--- src/rtl/aimd_rtt_bitrate_controller_top_defines.svh ---
// assertion macros shared by the aimd rate controller rtl
`ifndef AIMD_RTT_BITRATE_CONTROLLER_TOP_DEFINES_SVH
`define AIMD_RTT_BITRATE_CONTROLLER_TOP_DEFINES_SVH
`ifndef SYNTHESIS
// same-cycle implication, sampled on clk, off while rst_n is low
`define AIMD_ASSERT_IMPL(lbl, ante, cons) \
    lbl: assert property (@(posedge clk) disable iff (!rst_n) (ante) |-> (cons)) \
        else $error("aimd assertion failed");
// next-cycle implication, sampled on clk, off while rst_n is low
`define AIMD_ASSERT_NEXT(lbl, ante, cons) \
    lbl: assert property (@(posedge clk) disable iff (!rst_n) (ante) |=> (cons)) \
        else $error("aimd assertion failed");
`else
`define AIMD_ASSERT_IMPL(lbl, ante, cons)
`define AIMD_ASSERT_NEXT(lbl, ante, cons)
`endif
`endif

--- src/rtl/aimd_pkg.sv ---
// types and constants of the aimd rate controller
package aimd_pkg;

    typedef logic [19:0] rate_t;

    localparam rate_t       START_RATE    = 20'd20000;
    localparam rate_t       PROBE_STEP    = 20'd1000;
    localparam rate_t       RATE_MAX      = 20'hFFFFF;
    localparam logic [31:0] DECIDE_GAP_MS = 32'd1000;

    typedef enum logic [2:0] {
        LBL_STABLE     = 3'd0,
        LBL_CONGESTED  = 3'd1,
        LBL_DECREASING = 3'd2,
        LBL_RECOVERING = 3'd3,
        LBL_PROBING    = 3'd4
    } label_t;

    typedef enum logic [2:0] {
        REG_RTT_THRESHOLD = 3'd0,
        REG_CLEAR_MARGIN  = 3'd1,
        REG_CONGEST_HOLD  = 3'd2,
        REG_CLEAR_HOLD    = 3'd3,
        REG_FLOOR_RATE    = 3'd4,
        REG_CEILING_RATE  = 3'd5,
        REG_CUT_FACTOR    = 3'd6,
        REG_GROW_FACTOR   = 3'd7
    } reg_idx_t;

    typedef struct packed {
        logic [15:0] rtt_threshold;
        logic [15:0] clear_margin;
        logic [15:0] congest_hold;
        logic [15:0] clear_hold;
        rate_t       floor_rate;
        rate_t       ceiling_rate;
        logic [16:0] cut_factor;
        logic [17:0] grow_factor;
    } cfg_t;

    typedef struct packed {
        logic   rate_valid;
        rate_t  new_rate;
        label_t ctrl_label;
    } result_t;

endpackage

--- src/rtl/aimd_core.sv ---
// controller state and per-sample decision logic
`include "aimd_rtt_bitrate_controller_top_defines.svh"

module aimd_core
    import aimd_pkg::*;
(
    input  logic        clk,
    input  logic        rst_n,
    input  logic        step,
    input  cfg_t        cfg,
    input  logic [31:0] now_ms,
    input  logic [15:0] rtt_sample,
    output result_t     res
);

    rate_t       rate_now_reg, rate_now_next;
    rate_t       good_rate_reg, good_rate_next;
    logic        over_active_reg;
    logic [31:0] over_start_reg, over_start_next;
    logic        clear_active_reg;
    logic [31:0] clear_start_reg, clear_start_next;
    logic        decided_once_reg, decided_once_next;
    logic [31:0] last_decision_reg, last_decision_next;
    label_t      label_reg, label_next;

    logic        over_hit;
    logic        clear_hit;
    logic [31:0] over_start_eff;
    logic [31:0] clear_start_eff;
    label_t      lbl_base;
    label_t      lbl_mid;
    logic [31:0] since_dec;
    logic [31:0] over_age;
    logic [31:0] clear_age;
    logic        decide;
    logic        dec_due;
    logic        inc_due;
    logic [17:0] factor;
    logic [37:0] product;
    logic [21:0] scaled;
    rate_t       scaled_sat;
    rate_t       cut_rate;
    rate_t       ceil_eff;
    logic [23:0] nine_good;
    logic [24:0] ten_rate_inc;
    logic        below_target;
    logic [20:0] step_rate;
    logic [20:0] inc_raw;
    rate_t       inc_rate;
    logic        dec_fire;
    logic        inc_fire;

    // streak tracking
    assign over_hit  = rtt_sample > cfg.rtt_threshold;
    assign clear_hit = ({1'b0, rtt_sample} + {1'b0, cfg.clear_margin})
                       < {1'b0, cfg.rtt_threshold};

    assign over_start_eff  = (over_hit && !over_active_reg) ? now_ms : over_start_reg;
    assign clear_start_eff = (clear_hit && !clear_active_reg) ? now_ms : clear_start_reg;

    assign lbl_base = over_hit ? LBL_CONGESTED : LBL_STABLE;
    assign lbl_mid  = (label_reg == LBL_STABLE || label_reg == LBL_CONGESTED)
                      ? lbl_base : label_reg;

    // decision gating, all differences wrap mod 2^32
    assign since_dec = now_ms - last_decision_reg;
    assign over_age  = now_ms - over_start_eff;
    assign clear_age = now_ms - clear_start_eff;
    assign decide    = !(decided_once_reg && (since_dec < DECIDE_GAP_MS));
    assign dec_due   = over_hit && (over_age >= {16'd0, cfg.congest_hold});
    assign inc_due   = clear_hit && (clear_age >= {16'd0, cfg.clear_hold});

    // over and clear are exclusive, so one shared multiplier serves both paths
    assign factor     = over_hit ? {1'b0, cfg.cut_factor} : cfg.grow_factor;
    assign product    = {18'd0, rate_now_reg} * {20'd0, factor};
    assign scaled     = product[37:16];
    assign scaled_sat = (|scaled[21:20]) ? RATE_MAX : scaled[19:0];

    assign cut_rate = (scaled_sat < cfg.floor_rate) ? cfg.floor_rate : scaled_sat;
    assign ceil_eff = (cfg.ceiling_rate != '0) ? cfg.ceiling_rate : START_RATE;

    // rate < floor(9g/10)  <=>  9g >= 10r + 10
    assign nine_good    = {1'b0, good_rate_reg, 3'b000} + {4'd0, good_rate_reg};
    assign ten_rate_inc = {2'd0, rate_now_reg, 3'b000} + {4'd0, rate_now_reg, 1'b0}
                          + 25'd10;
    assign below_target = {1'b0, nine_good} >= ten_rate_inc;

    assign step_rate = {1'b0, rate_now_reg} + {1'b0, PROBE_STEP};
    assign inc_raw   = below_target ? {1'b0, scaled_sat} : step_rate;
    assign inc_rate  = (inc_raw > {1'b0, ceil_eff}) ? ceil_eff : inc_raw[19:0];

    assign dec_fire = decide && dec_due && (cut_rate != rate_now_reg);
    assign inc_fire = decide && !dec_due && inc_due && (inc_rate != rate_now_reg);

    always_comb
    begin
        rate_now_next      = rate_now_reg;
        good_rate_next     = good_rate_reg;
        over_start_next    = over_start_eff;
        clear_start_next   = clear_start_eff;
        decided_once_next  = decided_once_reg;
        last_decision_next = last_decision_reg;
        label_next         = lbl_mid;
        res.rate_valid     = 1'b0;
        res.new_rate       = '0;
        if (decide)
        begin
            decided_once_next  = 1'b1;
            last_decision_next = now_ms;
            label_next         = lbl_base;
        end
        if (dec_fire)
        begin
            good_rate_next  = rate_now_reg;
            rate_now_next   = cut_rate;
            over_start_next = now_ms;
            label_next      = LBL_DECREASING;
            res.rate_valid  = 1'b1;
            res.new_rate    = cut_rate;
        end
        else if (inc_fire)
        begin
            rate_now_next    = inc_rate;
            clear_start_next = now_ms;
            label_next       = below_target ? LBL_RECOVERING : LBL_PROBING;
            res.rate_valid   = 1'b1;
            res.new_rate     = inc_rate;
        end
        res.ctrl_label = label_next;
    end

    always_ff @(posedge clk or negedge rst_n)
    begin
        if (!rst_n)
        begin
            rate_now_reg      <= START_RATE;
            good_rate_reg     <= START_RATE;
            over_active_reg   <= 1'b0;
            over_start_reg    <= '0;
            clear_active_reg  <= 1'b0;
            clear_start_reg   <= '0;
            decided_once_reg  <= 1'b0;
            last_decision_reg <= '0;
            label_reg         <= LBL_STABLE;
        end
        else if (step)
        begin
            rate_now_reg      <= rate_now_next;
            good_rate_reg     <= good_rate_next;
            over_active_reg   <= over_hit;
            over_start_reg    <= over_start_next;
            clear_active_reg  <= clear_hit;
            clear_start_reg   <= clear_start_next;
            decided_once_reg  <= decided_once_next;
            last_decision_reg <= last_decision_next;
            label_reg         <= label_next;
        end
    end

    `AIMD_ASSERT_IMPL(a_fire_label, res.rate_valid, (res.ctrl_label == LBL_DECREASING || res.ctrl_label == LBL_RECOVERING || res.ctrl_label == LBL_PROBING))
    `AIMD_ASSERT_IMPL(a_quiet_rate_zero, !res.rate_valid, res.new_rate == '0)
    `AIMD_ASSERT_NEXT(a_no_decide_hold, step && !decide, $stable(rate_now_reg))
    `AIMD_ASSERT_NEXT(a_fire_takes_rate, step && res.rate_valid, rate_now_reg == $past(res.new_rate))

endmodule

--- src/rtl/aimd_rtt_bitrate_controller_top.sv ---
// top level of the aimd rtt-driven bitrate controller
// a sample accepted into the sample register moves to the result register,
// which drives the result port; a blocked result side holds it back
// throughput: one sample per cycle while the result side is not stalled; the
// decision logic, with one multiplier, is combinational between those registers
// rst_n clears the controller state, the pipeline valids and the configuration
// registers to their defaults at once; the block is ready right after reset
`include "aimd_rtt_bitrate_controller_top_defines.svh"

module aimd_rtt_bitrate_controller_top
    import aimd_pkg::*;
(
    input  logic        clk,
    input  logic        rst_n,

    // sample channel
    input  logic        in_valid,
    output logic        in_stall,
    input  logic [31:0] now_ms,
    input  logic [15:0] rtt_sample,

    // result channel
    output logic        out_valid,
    input  logic        out_stall,
    output logic        rate_valid,
    output logic [19:0] new_rate,
    output logic [2:0]  ctrl_label,

    // configuration port
    input  logic        psel,
    input  logic        penable,
    input  logic        pwrite,
    input  logic [4:0]  paddr,
    input  logic [31:0] pwdata,
    output logic [31:0] prdata,
    output logic        pready
);

    cfg_t        cfg_reg;
    reg_idx_t    reg_idx;
    logic        cfg_wr;

    logic        in_vld_reg;
    logic [31:0] now_reg;
    logic [15:0] rtt_reg;
    logic        out_vld_reg;
    result_t     out_res_reg;

    logic        advance;
    logic        step;
    result_t     core_res;

    // ------------------------------------------------------------------
    // configuration registers, written on the access phase of a transaction
    // ------------------------------------------------------------------
    assign pready  = 1'b1;
    assign reg_idx = reg_idx_t'(paddr[4:2]);
    assign cfg_wr  = psel && penable && pwrite && pready;

    always_ff @(posedge clk or negedge rst_n)
    begin
        if (!rst_n)
        begin
            cfg_reg.rtt_threshold <= 16'd100;
            cfg_reg.clear_margin  <= 16'd20;
            cfg_reg.congest_hold  <= 16'd1000;
            cfg_reg.clear_hold    <= 16'd3000;
            cfg_reg.floor_rate    <= 20'd1000;
            cfg_reg.ceiling_rate  <= 20'd0;
            cfg_reg.cut_factor    <= 17'd45875;
            cfg_reg.grow_factor   <= 18'd78643;
        end
        else if (cfg_wr)
        begin
            unique case (reg_idx)
                REG_RTT_THRESHOLD: cfg_reg.rtt_threshold <= pwdata[15:0];
                REG_CLEAR_MARGIN:  cfg_reg.clear_margin  <= pwdata[15:0];
                REG_CONGEST_HOLD:  cfg_reg.congest_hold  <= pwdata[15:0];
                REG_CLEAR_HOLD:    cfg_reg.clear_hold    <= pwdata[15:0];
                REG_FLOOR_RATE:    cfg_reg.floor_rate    <= pwdata[19:0];
                REG_CEILING_RATE:  cfg_reg.ceiling_rate  <= pwdata[19:0];
                REG_CUT_FACTOR:    cfg_reg.cut_factor    <= pwdata[16:0];
                REG_GROW_FACTOR:   cfg_reg.grow_factor   <= pwdata[17:0];
            endcase
        end
    end

    // read back, zero-extended to the bus width
    always_comb
    begin
        unique case (reg_idx)
            REG_RTT_THRESHOLD: prdata = {16'd0, cfg_reg.rtt_threshold};
            REG_CLEAR_MARGIN:  prdata = {16'd0, cfg_reg.clear_margin};
            REG_CONGEST_HOLD:  prdata = {16'd0, cfg_reg.congest_hold};
            REG_CLEAR_HOLD:    prdata = {16'd0, cfg_reg.clear_hold};
            REG_FLOOR_RATE:    prdata = {12'd0, cfg_reg.floor_rate};
            REG_CEILING_RATE:  prdata = {12'd0, cfg_reg.ceiling_rate};
            REG_CUT_FACTOR:    prdata = {15'd0, cfg_reg.cut_factor};
            REG_GROW_FACTOR:   prdata = {14'd0, cfg_reg.grow_factor};
        endcase
    end

    // ------------------------------------------------------------------
    // pipeline control
    // the result register moves whenever it is empty or being taken; the
    // sample register stalls only when it holds a sample that cannot move
    // ------------------------------------------------------------------
    assign advance  = !out_vld_reg || !out_stall;
    assign step     = in_vld_reg && advance;
    assign in_stall = in_vld_reg && !advance;

    // sample register
    always_ff @(posedge clk or negedge rst_n)
    begin
        if (!rst_n)
        begin
            in_vld_reg <= 1'b0;
        end
        else if (!in_stall)
        begin
            in_vld_reg <= in_valid;
        end
    end

    always_ff @(posedge clk)
    begin
        if (in_valid && !in_stall)
        begin
            now_reg <= now_ms;
            rtt_reg <= rtt_sample;
        end
    end

    // decision logic and controller state; state commits with each step
    aimd_core u_core (
        .clk        (clk),
        .rst_n      (rst_n),
        .step       (step),
        .cfg        (cfg_reg),
        .now_ms     (now_reg),
        .rtt_sample (rtt_reg),
        .res        (core_res)
    );

    // result register
    always_ff @(posedge clk or negedge rst_n)
    begin
        if (!rst_n)
        begin
            out_vld_reg <= 1'b0;
        end
        else if (advance)
        begin
            out_vld_reg <= in_vld_reg;
        end
    end

    always_ff @(posedge clk)
    begin
        if (step)
        begin
            out_res_reg <= core_res;
        end
    end

    assign out_valid  = out_vld_reg;
    assign rate_valid = out_res_reg.rate_valid;
    assign new_rate   = out_res_reg.new_rate;
    assign ctrl_label = out_res_reg.ctrl_label;

    // a stall on the sample side only comes from a full, blocked result side
    `AIMD_ASSERT_IMPL(a_stall_needs_item, in_stall, in_vld_reg && out_vld_reg && out_stall)
    // a transaction shows up on the result side only after it sat in the sample register
    `AIMD_ASSERT_IMPL(a_out_from_in, $rose(out_vld_reg), $past(in_vld_reg))
    // an unblocked sample always reaches the result register next cycle
    `AIMD_ASSERT_NEXT(a_step_lands, step, out_vld_reg)

endmodule
--- config.mk ---
export PLATFORM = sky130hd
export DESIGN_NAME = aimd_rtt_bitrate_controller_top
export DESIGN_NICKNAME = d
export VERILOG_FILES = /design/src/rtl/aimd_pkg.sv /design/src/rtl/aimd_core.sv /design/src/rtl/aimd_rtt_bitrate_controller_top.sv
export VERILOG_INCLUDE_DIRS = /design/src /design/src/rtl
export SDC_FILE = /design/constraint.sdc
export NUM_CORES = 2
export LEC_CHECK = 0
export ABC_AREA = 1
export ABC_CLOCK_PERIOD_IN_PS = 13000
export BUFFER_PORTS_ARGS = -buffer_cell sky130_fd_sc_hd__buf_2
export CAP_MARGIN = 20
export CORE_MARGIN = 1.5
export CORE_UTILIZATION = 58
export CTS_CLUSTER_SIZE = 25
export DETAILED_ROUTE_END_ITERATION = 6
export PLACE_DENSITY = 0.77
export SETUP_SLACK_MARGIN = 0.05
export SYNTH_ARGS = -nofsm -noshare
export SYNTH_HDL_FRONTEND = slang
export SYNTH_SLANG_ARGS = --single-unit
--- constraint.sdc ---
create_clock -name clk -period 13 [get_ports clk]
set_input_delay 2.6 -clock clk [delete_from_list [all_inputs] [get_ports clk]]
set_output_delay 2.6 -clock clk [all_outputs]
set_load 0.005 [all_outputs]
==> metrics.md <==
| Metric | Value |
|---|---|
| Die Ht | 263 um |
| Via count | 36102 |
| Cts repair resizes | 0 |
| Num rows | 95 |
| Setup violation total in the final timing report | 0 |
| Starting DRT DRC Count | 3835 |
| Req. time, crit path | 13.52 ns |
| Top Layer Used | met5 |
| Total track usage | 0.354 |
| Via/cell ratio | 5.76 |
| H-tree levels | 2 |
| IO Port Bufs | 123 |
| Crit end category | flip-flop |
| Initial Utilization | 0.585 |
| Seq/Total Area, Yosys | 0.238 |
| Critical path launch point | cfg_reg[125] |
| Top cells by area, synth | fa_1, dfrtp_1, nand2_1 |
| Max reg flops | 139 |
| Fmax | 80.9 MHz |
| Syn Area/Cell | 7.46 um2 |
| Met1 Wirelength | 50200 um |
| Slew headroom | 0.298 |
| Worst hold slack | 0.473 ns |
| Synth area leader | fa_1 |
| GP Congestion | 1.00 |
| Async S/R FF share, synth | 0.797 |
| Highest cell delay on the worst timing path | 0.56 ns |
| Final wirelength | 122000 um |
| Met3 WL post-DR | 12900 um |
| Top cell type's share of synthesized area | 0.149 |
| Layout area overhead | 8.72% |
| DRT antenna net count | 0 |
| Synth Instances | 5247 |
| Critical path class | reg -> reg |
| XOR/XNOR Fraction of Synth Area | 0.0403 |
| Clock-pin slew on the worst setup and hold paths | 0.06 ns |
| YS warnings | 0 |
| Drc violations | 0 |
| Cell variety after synth | 61 |
| CP startpoint kind | flip-flop |
| Fraction of the mapped netlist area in simple logic gates | 0.212 |
| Commonest non-fill, non-tap cell in the layout | nand2_1 |
| RSZ-0062 raised after global routing | no |
| Largest family of logic cells by synthesized area | adder cells |
| Top_reg_cell synth | dfrtp_1 |
| Fin Setup TNS | 0 ns |
| Fin cells | 6268 |
| Final hold violation count | 0 |
| Crit-path slowest cell | fa_1 |
| Detailed Place HPWL | 95500 um |
| CTS Sinks | 355 |
| #FFs+latches synth | 355 |
| Hold Buf Count CTS | 0 |
| Die area | 69000 um2 |
| Vias in the first global route | 34735 |
| Root Driver | clkbuf_16 |
| TritonCTS Buffers | 43 |
| Mapped Area | 39100 um2 |
| Placed cells | 6185 |
| Largest net degree at the start of global routing | 142 |
| Initial antenna violation count | 7 |
| Setup ws final | 0.644 ns |
| CTS tree | yes |
| FF-to-FF Start | cfg_reg[125] |
| Max Slew Vio Count | 0 |
| Post-CTS Setup Bufs | 0 |
| Synth Area in Compound Gates | 0.135 |
| Die Span X | 263 um |
| Area of the core | 66900 um2 |
| Clk_lat worst skew | 0.60 ns |
| Cell repeated most along the worst path | nand2_1 |
| Drt wl/cell | 19.4 um |
| Hold Startpoint | u_core.clear_start_reg[18] |
| Clock Path Buffers | 3 |
| Hold WC Path Type | reg -> reg |
| Global-route wire length before repair | 192000 um |
| Worst-margin pin slew | 1.05 ns |
| Maximum net fanout on the critical path | 27 |
| EDFF count, synth | 72 |
| DR WL met2 | 51900 um |
| Pre-CTS WS | 1.04 ns |
| Io pins | 151 |
| Clock Skew | 0.0350 ns |
| Crit path DAT | 12.88 ns |
| GRT Residual Overflow | 0 |
| Max-Cap Viols | 0 |
| Status | finished, final reports clean |
| Mux cell area share after synthesis | 0.000576 |
| NumNets Final | 6121 |
| Final min period | 12.36 ns |
| Layout fillers | 5883 |
| Commonest cells after routing, fill and taps aside | nand2_1, inv_1, nor2_1, ha_1, o21ai_0 |
| Share of cells above drive strength 1 | 0.0775 |
| First-pass iteration count of the detailed router | 6 |
| Synth Area in Adders | 0.270 |
| Tcrit/Tclk final | 0.950 |
per-layer routing:
layer | vias to the layer above | GRT usage
met2 | 1741 | 0.536
li1 | 17040 | -
met1 | 16998 | 0.486
met4 | 6 | 0.168
met5 | - | 0
met3 | 317 | 0.0742
worst paths after layout:
path | end | slack [ns] | cells after the start
min | u_core.clear_start_reg[18] | 0.47 | 2
min in group asynchronous | u_core.clear_start_reg[3] | 1.98 | 1
max reg2reg | u_core.rate_now_reg[8] | 0.64 | 59
min reg2reg | u_core.clear_start_reg[18] | 0.47 | 2
max in group asynchronous | u_core.good_rate_reg[12] | 9.73 | 2
max | u_core.rate_now_reg[8] | 0.64 | 59
metrics by stage:
stage | util | area (um2)
finish | 0.636 | 42500
global route | 0.636 | 42500
CTS | 0.635 | 42500
detailed placement | 0.614 | 41100
global placement | 0.614 | 41100
floorplan | - | 39200
cells by family after synthesis:
family          count (synthesis)
buf+inv                      1033
mux                             2
flops                         355
other cells                     2
simple gates                 2058
xor+xnor                      180
compound gates                947
fa+ha+maj                     670
cell usage after synthesis, types with 18 or more instances:
master / instances
a21o_1: 24
a21oi_1: 311
a221oi_1: 19
buf_2: 18
buf_4: 23
clkbuf_1: 138
dfrtp_1: 231
dfstp_2: 52
edfxtp_1: 72
fa_1: 291
ha_1: 379
inv_1: 823
nand2_1: 1327
nand3_1: 205
nand4_1: 35
nor2_1: 393
nor3_1: 43
o211ai_1: 40
o21ai_0: 357
o21ai_1: 71
o21bai_1: 22
o22ai_1: 33
xnor2_1: 60
xor2_1: 120
area by class of cell:
class / instances / area (um2) / share of cell area
multi-input combinational: 3870 / 25800 / 0.607
sequential: 355 / 9310 / 0.219
inverter: 840 / 3160 / 0.0742
timing repair buffer: 249 / 1720 / 0.0405
clock buffer: 50 / 1140 / 0.0269
tap: 873 / 1090 / 0.0257
clock inverter: 29 / 270 / 0.00635
antenna: 2 / 5.00 / 0.000118
critical path, delay by kind of cell (launching register included):
kind            cells  cell delay [ns]
compound gates      5             1.26
buf+inv            12             1.97
flops               1             0.53
simple gates       33             4.36
fa+ha+maj           9             4.14
Power is left out: the tool's default activity adds up to more than one toggle a clock period on the data nets, which glitch-free logic cannot reach.
